File: src/design/ddio_pkg.sv
`timescale 1ns / 1ps
// Shared types and constants for the odometry block.
// No dependencies.
package ddio_pkg;

    // default parameter values
    localparam int ANGLE_BITS_DEF    = 16;
    localparam int POS_BITS_DEF      = 48;
    localparam int CORDIC_STAGES_DEF = 16;

    // field widths
    localparam int YAW_W     = 12;
    localparam int RATE_W    = 16;
    localparam int EL_W      = 20;
    localparam int DPC_W     = 24;
    localparam int OUT_POS_W = 48;
    localparam int OUT_ANG_W = 16;

    localparam logic [DPC_W-1:0] DPC_RESET   = 24'd28147;
    localparam logic [EL_W-1:0]  ELAPSED_MAX = 20'd1000000;

    // tenths of a degree per turn, and half of it for rounding
    localparam logic [YAW_W-1:0] YAW_DIV  = 12'd3600;
    localparam logic [YAW_W-1:0] YAW_HALF = 12'd1800;

    // CORDIC datapath
    localparam int CW_W = 34;
    localparam logic signed [CW_W-1:0] CORDIC_GAIN = 34'sd652032874;
    localparam int ATAN_N = 24;
    localparam logic [31:0] ATAN_TURN [ATAN_N] = '{
        32'h20000000, 32'h12E4051E, 32'h09FB385B, 32'h051111D4, 32'h028B0D43,
        32'h0145D7E1, 32'h00A2F61E, 32'h00517C55, 32'h0028BE53, 32'h00145F2F,
        32'h000A2F98, 32'h000517CC, 32'h00028BE6, 32'h000145F3, 32'h0000A2FA,
        32'h0000517D, 32'h000028BE, 32'h0000145F, 32'h00000A30, 32'h00000518,
        32'h0000028C, 32'h00000146, 32'h000000A3, 32'h00000051
    };

    // sequencer states
    typedef enum logic [2:0] {
        ST_IDLE,
        ST_YAW,
        ST_ROT,
        ST_POS,
        ST_WB
    } state_t;

endpackage

File: src/design/ddio_ifs.sv
`timescale 1ns / 1ps
// Valid/ready channel interfaces for sensor frames and odometry results.
// Depends on nothing.
interface ddio_frame_if;
    logic               valid;
    logic               ready;
    logic [11:0]        yaw_tenths;
    logic signed [15:0] left_rate;
    logic signed [15:0] right_rate;
    logic [19:0]        elapsed_us;

    modport source (output valid, yaw_tenths, left_rate, right_rate, elapsed_us,
                    input ready);
    modport sink   (input valid, yaw_tenths, left_rate, right_rate, elapsed_us,
                    output ready);
endinterface

interface ddio_result_if;
    logic               valid;
    logic               ready;
    logic signed [47:0] left_distance;
    logic signed [47:0] right_distance;
    logic signed [15:0] left_speed;
    logic signed [15:0] right_speed;
    logic signed [47:0] x_position;
    logic signed [47:0] y_position;
    logic [15:0]        heading;
    logic [15:0]        yaw_angle;

    modport source (output valid, left_distance, right_distance, left_speed,
                    right_speed, x_position, y_position, heading, yaw_angle,
                    input ready);
    modport sink   (input valid, left_distance, right_distance, left_speed,
                    right_speed, x_position, y_position, heading, yaw_angle,
                    output ready);
endinterface

File: src/design/ddio_div.sv
`timescale 1ns / 1ps
// Bit-serial restoring divider: yaw tenths to a binary angle, round half up.
// Depends on ddio_pkg.
module ddio_div #(
    parameter int ANGLE_BITS = ddio_pkg::ANGLE_BITS_DEF
) (
    input  logic                  clk,
    input  logic                  rst_n,
    input  logic                  start,
    input  logic [11:0]           yaw_tenths,
    output logic                  done,
    output logic [ANGLE_BITS-1:0] yaw
);
    localparam int NW = ddio_pkg::YAW_W + ANGLE_BITS;
    localparam int CW = $clog2(NW + 1);

    logic [NW-1:0] num_reg;
    logic [11:0]   rem_reg;
    logic [CW-1:0] cnt_reg;
    logic          busy_reg;
    logic          done_reg;

    logic [12:0] rem_sh;
    logic        ge;
    logic [11:0] rem_next;
    logic        last;

    // one quotient bit per cycle
    always_comb
    begin
        rem_sh   = {rem_reg, num_reg[NW-1]};
        ge       = rem_sh >= {1'b0, ddio_pkg::YAW_DIV};
        rem_next = ge ? 12'(rem_sh - {1'b0, ddio_pkg::YAW_DIV}) : rem_sh[11:0];
        last     = cnt_reg == CW'(NW - 1);
    end

    always_ff @(posedge clk or negedge rst_n)
    begin
        if (!rst_n)
        begin
            busy_reg <= 1'b0;
            done_reg <= 1'b0;
            cnt_reg  <= '0;
        end
        else
        begin
            done_reg <= busy_reg && last;
            if (start)
            begin
                busy_reg <= 1'b1;
                cnt_reg  <= '0;
            end
            else if (busy_reg)
            begin
                cnt_reg <= cnt_reg + 1'b1;
                if (last)
                    busy_reg <= 1'b0;
            end
        end
    end

    // numerator shifts out at the top, quotient bits shift in at the bottom
    always_ff @(posedge clk)
    begin
        if (start)
        begin
            num_reg <= {yaw_tenths, ANGLE_BITS'(0)} + NW'(ddio_pkg::YAW_HALF);
            rem_reg <= '0;
        end
        else if (busy_reg)
        begin
            num_reg <= {num_reg[NW-2:0], ge};
            rem_reg <= rem_next;
        end
    end

    assign done = done_reg;
    assign yaw  = num_reg[ANGLE_BITS-1:0];
endmodule

File: src/design/ddio_mul.sv
`timescale 1ns / 1ps
// Bit-serial signed multiplier, one multiplier bit per cycle, LSB first.
// Depends on nothing.
module ddio_mul #(
    parameter int AW = 16,
    parameter int BW = 16
) (
    input  logic                    clk,
    input  logic                    rst_n,
    input  logic                    start,
    input  logic signed [AW-1:0]    a,
    input  logic signed [BW-1:0]    b,
    output logic                    done,
    output logic signed [AW+BW-1:0] p
);
    localparam int PW = AW + BW;
    localparam int CW = $clog2(BW + 1);

    logic signed [PW-1:0] a_reg;
    logic signed [PW-1:0] acc_reg;
    logic [BW-1:0]        b_reg;
    logic [CW-1:0]        cnt_reg;
    logic                 busy_reg;
    logic                 done_reg;
    logic                 last;

    assign last = cnt_reg == CW'(BW - 1);

    always_ff @(posedge clk or negedge rst_n)
    begin
        if (!rst_n)
        begin
            busy_reg <= 1'b0;
            done_reg <= 1'b0;
            cnt_reg  <= '0;
        end
        else
        begin
            done_reg <= busy_reg && last;
            if (start)
            begin
                busy_reg <= 1'b1;
                cnt_reg  <= '0;
            end
            else if (busy_reg)
            begin
                cnt_reg <= cnt_reg + 1'b1;
                if (last)
                    busy_reg <= 1'b0;
            end
        end
    end

    // sign bit of the multiplier carries negative weight
    always_ff @(posedge clk)
    begin
        if (start)
        begin
            a_reg   <= PW'(a);
            b_reg   <= b;
            acc_reg <= '0;
        end
        else if (busy_reg)
        begin
            if (b_reg[0])
                acc_reg <= last ? acc_reg - a_reg : acc_reg + a_reg;
            a_reg <= a_reg <<< 1;
            b_reg <= b_reg >> 1;
        end
    end

    assign done = done_reg;
    assign p    = acc_reg;
endmodule

File: src/design/ddio_cordic.sv
`timescale 1ns / 1ps
// Iterative CORDIC, one rotation stage per cycle, cos and sin in Q30.
// Depends on ddio_pkg.
module ddio_cordic #(
    parameter int CORDIC_STAGES = ddio_pkg::CORDIC_STAGES_DEF
) (
    input  logic                                clk,
    input  logic                                rst_n,
    input  logic                                start,
    input  logic [31:0]                         angle,
    output logic                                done,
    output logic signed [ddio_pkg::CW_W-1:0]    cos_q,
    output logic signed [ddio_pkg::CW_W-1:0]    sin_q
);
    localparam int IW = $clog2(ddio_pkg::ATAN_N);

    logic signed [ddio_pkg::CW_W-1:0] x_reg, y_reg, z_reg;
    logic                             flip_reg;
    logic [IW-1:0]                    cnt_reg;
    logic                             busy_reg;
    logic                             done_reg;

    logic                             last;
    logic                             flip;
    logic [31:0]                      ang_f;
    logic signed [ddio_pkg::CW_W-1:0] at, xs, ys;

    always_comb
    begin
        last  = cnt_reg == IW'(CORDIC_STAGES - 1);
        // fold the left half plane onto the right one
        flip  = angle[31] ^ angle[30];
        ang_f = {angle[31] ^ flip, angle[30:0]};
        at    = $signed({2'b00, ddio_pkg::ATAN_TURN[cnt_reg]});
        xs    = x_reg >>> cnt_reg;
        ys    = y_reg >>> cnt_reg;
    end

    always_ff @(posedge clk or negedge rst_n)
    begin
        if (!rst_n)
        begin
            busy_reg <= 1'b0;
            done_reg <= 1'b0;
            cnt_reg  <= '0;
        end
        else
        begin
            done_reg <= busy_reg && last;
            if (start)
            begin
                busy_reg <= 1'b1;
                cnt_reg  <= '0;
            end
            else if (busy_reg)
            begin
                cnt_reg <= cnt_reg + 1'b1;
                if (last)
                    busy_reg <= 1'b0;
            end
        end
    end

    // rotation datapath
    always_ff @(posedge clk)
    begin
        if (start)
        begin
            x_reg    <= ddio_pkg::CORDIC_GAIN;
            y_reg    <= '0;
            z_reg    <= ddio_pkg::CW_W'($signed(ang_f));
            flip_reg <= flip;
        end
        else if (busy_reg)
        begin
            if (!z_reg[ddio_pkg::CW_W-1])
            begin
                x_reg <= x_reg - ys;
                y_reg <= y_reg + xs;
                z_reg <= z_reg - at;
            end
            else
            begin
                x_reg <= x_reg + ys;
                y_reg <= y_reg - xs;
                z_reg <= z_reg + at;
            end
        end
    end

    assign done  = done_reg;
    assign cos_q = flip_reg ? -x_reg : x_reg;
    assign sin_q = flip_reg ? -y_reg : y_reg;
endmodule

File: src/design/diff_drive_imu_odometry_top.sv
`timescale 1ns / 1ps
// Channel     Dir  Handshake     Payload
// frame       in   valid/ready   yaw_tenths, left_rate, right_rate, elapsed_us
// result      out  valid/ready   distances, speeds, x/y position, heading, yaw
// cfg         in   cfg_we        cfg_wdata = distance per count per microsecond
//
// One item at a time. The yaw divider runs first, then CORDIC and the wheel multipliers
// run side by side, then the position multipliers run, and the result is written to the
// output register once that is free. A first frame after reset runs only the divider
// and gives no result. frame.ready is high only while idle; a pending result waits in
// the output register, and the next item is taken meanwhile. Reset clears the odometry
// state, except that the heading starts at a quarter turn and the distance per count
// starts at its default value.
// Depends on ddio_pkg, ddio_ifs, ddio_div, ddio_mul, ddio_cordic.
module diff_drive_imu_odometry_top #(
    parameter int ANGLE_BITS    = ddio_pkg::ANGLE_BITS_DEF,
    parameter int POS_BITS      = ddio_pkg::POS_BITS_DEF,
    parameter int CORDIC_STAGES = ddio_pkg::CORDIC_STAGES_DEF
) (
    input  logic        clk,
    input  logic        rst_n,
    input  logic        cfg_we,
    input  logic [23:0] cfg_wdata,
    ddio_frame_if.sink    frame,
    ddio_result_if.source result
);
    localparam int M1W = 46;
    localparam int M2W = M1W + 17;
    localparam int DW  = 30;
    localparam int M3W = ddio_pkg::CW_W + DW;

    ddio_pkg::state_t state_reg, state_next;

    logic                  first_reg;
    logic [23:0]           dpc_reg;
    logic signed [15:0]    lr_reg, rr_reg;
    logic signed [15:0]    last_l_reg, last_r_reg;
    logic [ANGLE_BITS-1:0] last_yaw_reg;
    logic [ANGLE_BITS-1:0] heading_reg;
    logic [POS_BITS-1:0]   left_acc_reg, right_acc_reg, x_acc_reg, y_acc_reg;
    logic                  c_seen_reg, m_seen_reg;

    logic               out_valid_reg;
    logic signed [47:0] o_ld_reg, o_rd_reg, o_x_reg, o_y_reg;
    logic signed [15:0] o_ls_reg, o_rs_reg;
    logic [15:0]        o_hd_reg, o_yaw_reg;

    logic accept, start1, start2, start3, first_done, commit;

    // serial units
    logic                  div_done;
    logic [ANGLE_BITS-1:0] yaw_div;
    logic                  m1_done, ml_done, mr_done, mx_done, my_done, c_done;
    logic signed [M1W-1:0] m1_p;
    logic signed [M2W-1:0] pl, pr;
    logic signed [M3W-1:0] px, py;
    logic signed [ddio_pkg::CW_W-1:0] cos_q, sin_q;

    logic [19:0]           el_c;
    logic signed [16:0]    sum_l, sum_r;
    logic [ANGLE_BITS-1:0] dd, mid, heading_new;
    logic [31:0]           mid32, hd32, yaw32;
    logic signed [63:0]    psum, rl, rr_step, rx, ry, dfull;
    logic signed [DW-1:0]  d;
    logic [POS_BITS-1:0]   left_new, right_new, x_new, y_new;
    logic signed [63:0]    ext_l, ext_r, ext_x, ext_y;

    assign accept = frame.valid && frame.ready;

    // datapath glue
    always_comb
    begin
        el_c  = (frame.elapsed_us > ddio_pkg::ELAPSED_MAX) ? ddio_pkg::ELAPSED_MAX
                                                           : frame.elapsed_us;
        sum_l = 17'(lr_reg) + 17'(last_l_reg);
        sum_r = 17'(rr_reg) + 17'(last_r_reg);
        // heading step wrapped to half a turn, mid-step heading
        dd          = last_yaw_reg - yaw_div;
        mid         = heading_reg + ANGLE_BITS'($signed(dd) >>> 1);
        heading_new = heading_reg + dd;
        mid32       = 32'(mid) << (32 - ANGLE_BITS);
        // path step with rounding
        psum  = 64'(pl) + 64'(pr);
        dfull = (psum + 64'sd8589934592) >>> 34;
        d     = dfull[DW-1:0];
        rl      = (64'(pl) + 64'sd4294967296) >>> 33;
        rr_step = (64'(pr) + 64'sd4294967296) >>> 33;
        rx      = (64'(px) + 64'sd536870912) >>> 30;
        ry      = (64'(py) + 64'sd536870912) >>> 30;
        left_new  = left_acc_reg + rl[POS_BITS-1:0];
        right_new = right_acc_reg + rr_step[POS_BITS-1:0];
        x_new     = x_acc_reg + rx[POS_BITS-1:0];
        y_new     = y_acc_reg + ry[POS_BITS-1:0];
        ext_l = 64'($signed(left_new));
        ext_r = 64'($signed(right_new));
        ext_x = 64'($signed(x_new));
        ext_y = 64'($signed(y_new));
        hd32  = 32'(heading_new) << (32 - ANGLE_BITS);
        yaw32 = 32'(yaw_div) << (32 - ANGLE_BITS);
    end

    ddio_div #(.ANGLE_BITS(ANGLE_BITS)) u_div (
        .clk(clk), .rst_n(rst_n), .start(start1), .yaw_tenths(frame.yaw_tenths),
        .done(div_done), .yaw(yaw_div)
    );

    ddio_mul #(.AW(25), .BW(21)) u_mul_tick (
        .clk(clk), .rst_n(rst_n), .start(start1),
        .a($signed({1'b0, dpc_reg})), .b($signed({1'b0, el_c})),
        .done(m1_done), .p(m1_p)
    );

    ddio_mul #(.AW(M1W), .BW(17)) u_mul_left (
        .clk(clk), .rst_n(rst_n), .start(start2), .a(m1_p), .b(sum_l),
        .done(ml_done), .p(pl)
    );

    ddio_mul #(.AW(M1W), .BW(17)) u_mul_right (
        .clk(clk), .rst_n(rst_n), .start(start2), .a(m1_p), .b(sum_r),
        .done(mr_done), .p(pr)
    );

    ddio_cordic #(.CORDIC_STAGES(CORDIC_STAGES)) u_cordic (
        .clk(clk), .rst_n(rst_n), .start(start2), .angle(mid32),
        .done(c_done), .cos_q(cos_q), .sin_q(sin_q)
    );

    ddio_mul #(.AW(ddio_pkg::CW_W), .BW(DW)) u_mul_x (
        .clk(clk), .rst_n(rst_n), .start(start3), .a(cos_q), .b(d),
        .done(mx_done), .p(px)
    );

    ddio_mul #(.AW(ddio_pkg::CW_W), .BW(DW)) u_mul_y (
        .clk(clk), .rst_n(rst_n), .start(start3), .a(sin_q), .b(d),
        .done(my_done), .p(py)
    );

    // sequencer: next state and unit starts
    always_comb
    begin
        state_next = state_reg;
        start1     = 1'b0;
        start2     = 1'b0;
        start3     = 1'b0;
        first_done = 1'b0;
        commit     = 1'b0;
        case (state_reg)
            ddio_pkg::ST_IDLE:
            begin
                if (frame.valid)
                begin
                    start1     = 1'b1;
                    state_next = ddio_pkg::ST_YAW;
                end
            end
            ddio_pkg::ST_YAW:
            begin
                if (div_done)
                begin
                    if (first_reg)
                    begin
                        first_done = 1'b1;
                        state_next = ddio_pkg::ST_IDLE;
                    end
                    else
                    begin
                        start2     = 1'b1;
                        state_next = ddio_pkg::ST_ROT;
                    end
                end
            end
            ddio_pkg::ST_ROT:
            begin
                if ((c_seen_reg || c_done) && (m_seen_reg || ml_done))
                begin
                    start3     = 1'b1;
                    state_next = ddio_pkg::ST_POS;
                end
            end
            ddio_pkg::ST_POS:
            begin
                if (mx_done)
                    state_next = ddio_pkg::ST_WB;
            end
            ddio_pkg::ST_WB:
            begin
                if (!out_valid_reg || result.ready)
                begin
                    commit     = 1'b1;
                    state_next = ddio_pkg::ST_IDLE;
                end
            end
            default:
            begin
                state_next = ddio_pkg::ST_IDLE;
            end
        endcase
    end

    // control and odometry state
    always_ff @(posedge clk or negedge rst_n)
    begin
        if (!rst_n)
        begin
            state_reg     <= ddio_pkg::ST_IDLE;
            first_reg     <= 1'b1;
            dpc_reg       <= ddio_pkg::DPC_RESET;
            last_l_reg    <= '0;
            last_r_reg    <= '0;
            last_yaw_reg  <= '0;
            heading_reg   <= ANGLE_BITS'(1) << (ANGLE_BITS - 2);
            left_acc_reg  <= '0;
            right_acc_reg <= '0;
            x_acc_reg     <= '0;
            y_acc_reg     <= '0;
            c_seen_reg    <= 1'b0;
            m_seen_reg    <= 1'b0;
            out_valid_reg <= 1'b0;
        end
        else
        begin
            state_reg <= state_next;
            if (cfg_we)
                dpc_reg <= cfg_wdata;
            // completion flags for the parallel phase
            if (start2)
            begin
                c_seen_reg <= 1'b0;
                m_seen_reg <= 1'b0;
            end
            else
            begin
                if (c_done)
                    c_seen_reg <= 1'b1;
                if (ml_done)
                    m_seen_reg <= 1'b1;
            end
            if (first_done)
            begin
                first_reg     <= 1'b0;
                last_l_reg    <= lr_reg;
                last_r_reg    <= rr_reg;
                last_yaw_reg  <= yaw_div;
                left_acc_reg  <= '0;
                right_acc_reg <= '0;
                x_acc_reg     <= '0;
                y_acc_reg     <= '0;
            end
            if (commit)
            begin
                last_l_reg    <= lr_reg;
                last_r_reg    <= rr_reg;
                last_yaw_reg  <= yaw_div;
                heading_reg   <= heading_new;
                left_acc_reg  <= left_new;
                right_acc_reg <= right_new;
                x_acc_reg     <= x_new;
                y_acc_reg     <= y_new;
            end
            // output register handshake
            if (commit)
                out_valid_reg <= 1'b1;
            else if (result.ready)
                out_valid_reg <= 1'b0;
        end
    end

    // item and result payload
    always_ff @(posedge clk)
    begin
        if (accept)
        begin
            lr_reg <= frame.left_rate;
            rr_reg <= frame.right_rate;
        end
        if (commit)
        begin
            o_ld_reg  <= ext_l[47:0];
            o_rd_reg  <= ext_r[47:0];
            o_x_reg   <= ext_x[47:0];
            o_y_reg   <= ext_y[47:0];
            o_ls_reg  <= lr_reg;
            o_rs_reg  <= rr_reg;
            o_hd_reg  <= hd32[31:16];
            o_yaw_reg <= yaw32[31:16];
        end
    end

    assign frame.ready           = state_reg == ddio_pkg::ST_IDLE;
    assign result.valid          = out_valid_reg;
    assign result.left_distance  = o_ld_reg;
    assign result.right_distance = o_rd_reg;
    assign result.left_speed     = o_ls_reg;
    assign result.right_speed    = o_rs_reg;
    assign result.x_position     = o_x_reg;
    assign result.y_position     = o_y_reg;
    assign result.heading        = o_hd_reg;
    assign result.yaw_angle      = o_yaw_reg;

    // right and y units run in step with their partners; the tick unit runs beside the divider
    logic unused_done;
    assign unused_done = m1_done ^ mr_done ^ my_done;
endmodule

File: src/flat_wrapper.sv
// flat-port wrapper written by rule: the top's interface ports become plain ports
module diff_drive_imu_odometry_top_flat 
#(
    parameter int ANGLE_BITS    = ddio_pkg::ANGLE_BITS_DEF,
    parameter int POS_BITS      = ddio_pkg::POS_BITS_DEF,
    parameter int CORDIC_STAGES = ddio_pkg::CORDIC_STAGES_DEF
)
  (clk, rst_n, cfg_we, cfg_wdata, frame_valid, frame_yaw_tenths, frame_left_rate, frame_right_rate, frame_elapsed_us, frame_ready, result_valid, result_left_distance, result_right_distance, result_left_speed, result_right_speed, result_x_position, result_y_position, result_heading, result_yaw_angle, result_ready);
  ddio_frame_if frame_i ();
  ddio_result_if result_i ();
  input  logic clk;
  input  logic rst_n;
  input  logic cfg_we;
  input  logic [23:0] cfg_wdata;
  input wire logic [$bits(frame_i.valid)-1:0] frame_valid;
  input wire logic [$bits(frame_i.yaw_tenths)-1:0] frame_yaw_tenths;
  input wire logic [$bits(frame_i.left_rate)-1:0] frame_left_rate;
  input wire logic [$bits(frame_i.right_rate)-1:0] frame_right_rate;
  input wire logic [$bits(frame_i.elapsed_us)-1:0] frame_elapsed_us;
  output wire logic [$bits(frame_i.ready)-1:0] frame_ready;
  output wire logic [$bits(result_i.valid)-1:0] result_valid;
  output wire logic [$bits(result_i.left_distance)-1:0] result_left_distance;
  output wire logic [$bits(result_i.right_distance)-1:0] result_right_distance;
  output wire logic [$bits(result_i.left_speed)-1:0] result_left_speed;
  output wire logic [$bits(result_i.right_speed)-1:0] result_right_speed;
  output wire logic [$bits(result_i.x_position)-1:0] result_x_position;
  output wire logic [$bits(result_i.y_position)-1:0] result_y_position;
  output wire logic [$bits(result_i.heading)-1:0] result_heading;
  output wire logic [$bits(result_i.yaw_angle)-1:0] result_yaw_angle;
  input wire logic [$bits(result_i.ready)-1:0] result_ready;
  assign frame_i.valid = frame_valid;
  assign frame_i.yaw_tenths = frame_yaw_tenths;
  assign frame_i.left_rate = frame_left_rate;
  assign frame_i.right_rate = frame_right_rate;
  assign frame_i.elapsed_us = frame_elapsed_us;
  assign frame_ready = frame_i.ready;
  assign result_valid = result_i.valid;
  assign result_left_distance = result_i.left_distance;
  assign result_right_distance = result_i.right_distance;
  assign result_left_speed = result_i.left_speed;
  assign result_right_speed = result_i.right_speed;
  assign result_x_position = result_i.x_position;
  assign result_y_position = result_i.y_position;
  assign result_heading = result_i.heading;
  assign result_yaw_angle = result_i.yaw_angle;
  assign result_i.ready = result_ready;
  diff_drive_imu_odometry_top #(.ANGLE_BITS(ANGLE_BITS), .POS_BITS(POS_BITS), .CORDIC_STAGES(CORDIC_STAGES)) u_core (.clk(clk), .rst_n(rst_n), .cfg_we(cfg_we), .cfg_wdata(cfg_wdata), .frame(frame_i), .result(result_i));
endmodule
File: config.mk
export PLATFORM = sky130hd
export DESIGN_NAME = diff_drive_imu_odometry_top_flat
export DESIGN_NICKNAME = d
export VERILOG_FILES = /design/src/design/ddio_pkg.sv /design/src/design/ddio_ifs.sv /design/src/design/ddio_div.sv /design/src/design/ddio_mul.sv /design/src/design/ddio_cordic.sv /design/src/design/diff_drive_imu_odometry_top.sv /design/src/flat_wrapper.sv
export SDC_FILE = /design/constraint.sdc
export NUM_CORES = 2
export LEC_CHECK = 0
export BUFFER_PORTS_ARGS = -buffer_cell sky130_fd_sc_hd__buf_2
export CORE_MARGIN = 3
export CORE_UTILIZATION = 35
export DETAILED_ROUTE_END_ITERATION = 7
export SYNTH_ARGS = -nofsm -noshare
export SYNTH_HDL_FRONTEND = slang
export SYNTH_HIERARCHICAL = 1
export SYNTH_SLANG_ARGS = --single-unit
File: constraint.sdc
create_clock -name clk -period 10.2 [get_ports clk]
set_input_delay 1.02 -clock clk [delete_from_list [all_inputs] [get_ports clk]]
set_output_delay 1.02 -clock clk [all_outputs]
set_load 0.005 [all_outputs]
==> metrics.csv <==
metric,value,unit
cts bufs inserted,183,
critical-path maximum fanout,64,
DR DRC count,0,
pin count of the biggest net entering global routing,167,
Horiz. Die Dim,569,um
cell family with most CP delay,compound AO/OA/AOI/OAI gates,
clk_skew,0.107,ns
Syn Inst Count,12156,
Starting DRT DRC Count,7052,
VDD IR max,0.236,mV
register area,0.0390,mm2
IO buf count,350,
Post-CTS Setup Bufs,0,
CTS H-Tree Depth,4,
number of clock sinks,1479,
Die H,569,um
GPL Wtd Cong,0.969,
Critical Path RT,10.89,ns
fin util,38.9,%
Leak,50.9,nW
initial antenna violation count,8,
status,finished clean,
Max stage delay on crit path,1.03,ns
Worst-path clk slew,0.06,ns
share of post-route cells with drive strength above 1,11.4,%
total number of vias,91655,
WL final,330000,um
final setup fails,0,
maximum clock path buffer count,4,
Cell Pwr Density,331,mW/mm2
Filler Cell Count,31648,
Crit Path Class,flop to flop,
number of global-route vias before repair,87434,
"Cell Area, Synth",0.111,mm2
"non-filler cells, final",16483,
Syn-to-layout area delta,10.5,%
"Slew Viols, Final",0,
number of nets in the layout,13097,
CTS tree,yes,
CP startpoint kind,flop,
footprint of the multi-input gates,0.0679,mm2
Slew headroom,17.0,%
Cells after DPL,16136,
unrepaired setup endpoints after global routing,false,
dpl hpwl,247000,um
max_cap viols,0,
Clock Latency Late Sink,0.90,ns
Tcrit/Tclk final,74.9,%
crit end category,flop,
synthesized area per cell,9.13,um2
min-delay worst type,input pin to asynchronous set/reset pin,
Final Hold Vio Count,0,
Initial Util,35.2,%
Core Box Area,0.315,mm2
final setup TNS,0,ns
# hold bufs at CTS,0,
buffers and inverters on the worst path,2,
Detailed Routing Iterations Pass 1,6,
CP cell instances,buf_4 -> mux4_2 -> mux2i_1 -> nor2_1 -> a211oi_2 -> ha_1 -> inv_1 -> nand4bb_1 -> nor4_2 -> nor2_1 -> xor2_1 -> ha_1 -> o21a_1 -> o211ai_1 -> and2_1 -> a211oi_1 -> o21ai_0 -> a22oi_1 -> a41o_1 -> nor3_1 -> mux2_4 -> mux2_4,
total global-route track usage,19.6,%
first-pass GRT wire length,512000,um
actual slew at the worst max-slew pin,1.24,ns
CP max-delay cell,dfrtp_4,
# rows,206,
drt wl/cell,20.0,um
minimum clock period,7.64,ns
Clock Root Buffer,clkbuf_16,
Final ANT Viol Nets,0,
Top-Level Pins,351,
WP data arrival,8.33,ns
CTS resizes,0,
Yosys warning count,6,
remaining global-route overflow,0,
Via density,5.56,
total die area,0.324,mm2
max frequency,131,MHz
-- final timing paths --
path                                                        startpoint  slack, ns  cells after the start                                     end
max in group asynchronous                                        rst_n       7.91                      3        u_core/last_r_reg[1]$_DFFE_PN0P_
worst max-delay path            u_core/u_cordic/cnt_reg[1]$_DFFE_PN0P_       2.56                     22  u_core/u_cordic/x_reg[33]$_SDFFE_PP0P_
worst min register to register       u_core/u_mul_x/p[21]$_SDFFE_PP0P_       0.45                      2       u_core/u_mul_x/p[21]$_SDFFE_PP0P_
worst min-delay path                                             rst_n       0.16                      1    u_core/right_acc_reg[12]$_DFFE_PN0P_
min in group clk                                  frame_right_rate[10]       0.30                      1             u_core/rr_reg[10]$_DFFE_PP_
worst max register to register  u_core/u_cordic/cnt_reg[1]$_DFFE_PN0P_       2.56                     22  u_core/u_cordic/x_reg[33]$_SDFFE_PP0P_
-- stage by stage --
stage | total power [mW] | area [um2] | hold WS [ns] | worst slack, ns
after global routing | 43.7 | 123000 | 0.207 | 2.06
after global placement | 33.4 | 116000 | 0.443 | 2.71
after CTS | 40.5 | 123000 | 0.162 | 2.59
final | 40.5 | 123000 | 0.156 | 2.56
after detailed placement | 33.5 | 116000 | 0.451 | 2.70
after floorplan | 27.5 | 111000 | 0.436 | 0.637
-- metal layers --
| metal | GRT usage (%) | wire (um) | vias up |
|---|---|---|---|
| li1 | - | - | 44873 |
| met1 | 26.9 | 151000 | 44002 |
| met2 | 31.5 | 150000 | 2312 |
| met3 | 3.34 | 20100 | 464 |
| met4 | 5.65 | 9630 | 4 |
| met5 | 0 | 30 | - |
-- layout make-up --
| type | instances | area share [%] |
|---|---|---|
| antenna | 6 | 0.0122 |
| clock buffer | 244 | 4.17 |
| clock inverter | 97 | 0.915 |
| inverter | 414 | 1.27 |
| multi-input combinational | 9612 | 55.4 |
| sequential | 1479 | 31.8 |
| tap | 4160 | 4.24 |
| timing repair buffer | 471 | 2.24 |
-- cells in the final DEF, fill, tap and decap left out, drive strengths merged, types with 104 or more instances in the layout --
| cell type | n |
|---|---|
| nor3 | 218 |
| o21ai | 749 |
| xor2 | 434 |
| nor2b | 107 |
| xnor2 | 744 |
| a21oi | 1094 |
| o31ai | 121 |
| a211oi | 126 |
| and3 | 108 |
| o21bai | 104 |
| buf | 471 |
| edfxtp | 766 |
| o21a | 111 |
| a21o | 343 |
| dfrtp | 320 |
| a22o | 214 |
| inv | 428 |
| nand4 | 178 |
| nand2 | 1226 |
| mux2i | 112 |
| nor2 | 767 |
| dfxtp | 380 |
| mux2 | 383 |
| ha | 826 |
| nand3 | 266 |
| clkbuf | 244 |
-- report_power, final --
group	switching [mW]	internal, mW
Clock	2.78	3.99
Sequential	2.02	8.03
Combinational	13.9	9.82
Total	18.7	21.8
No activity file was read; power rests on OpenSTA's default activity.
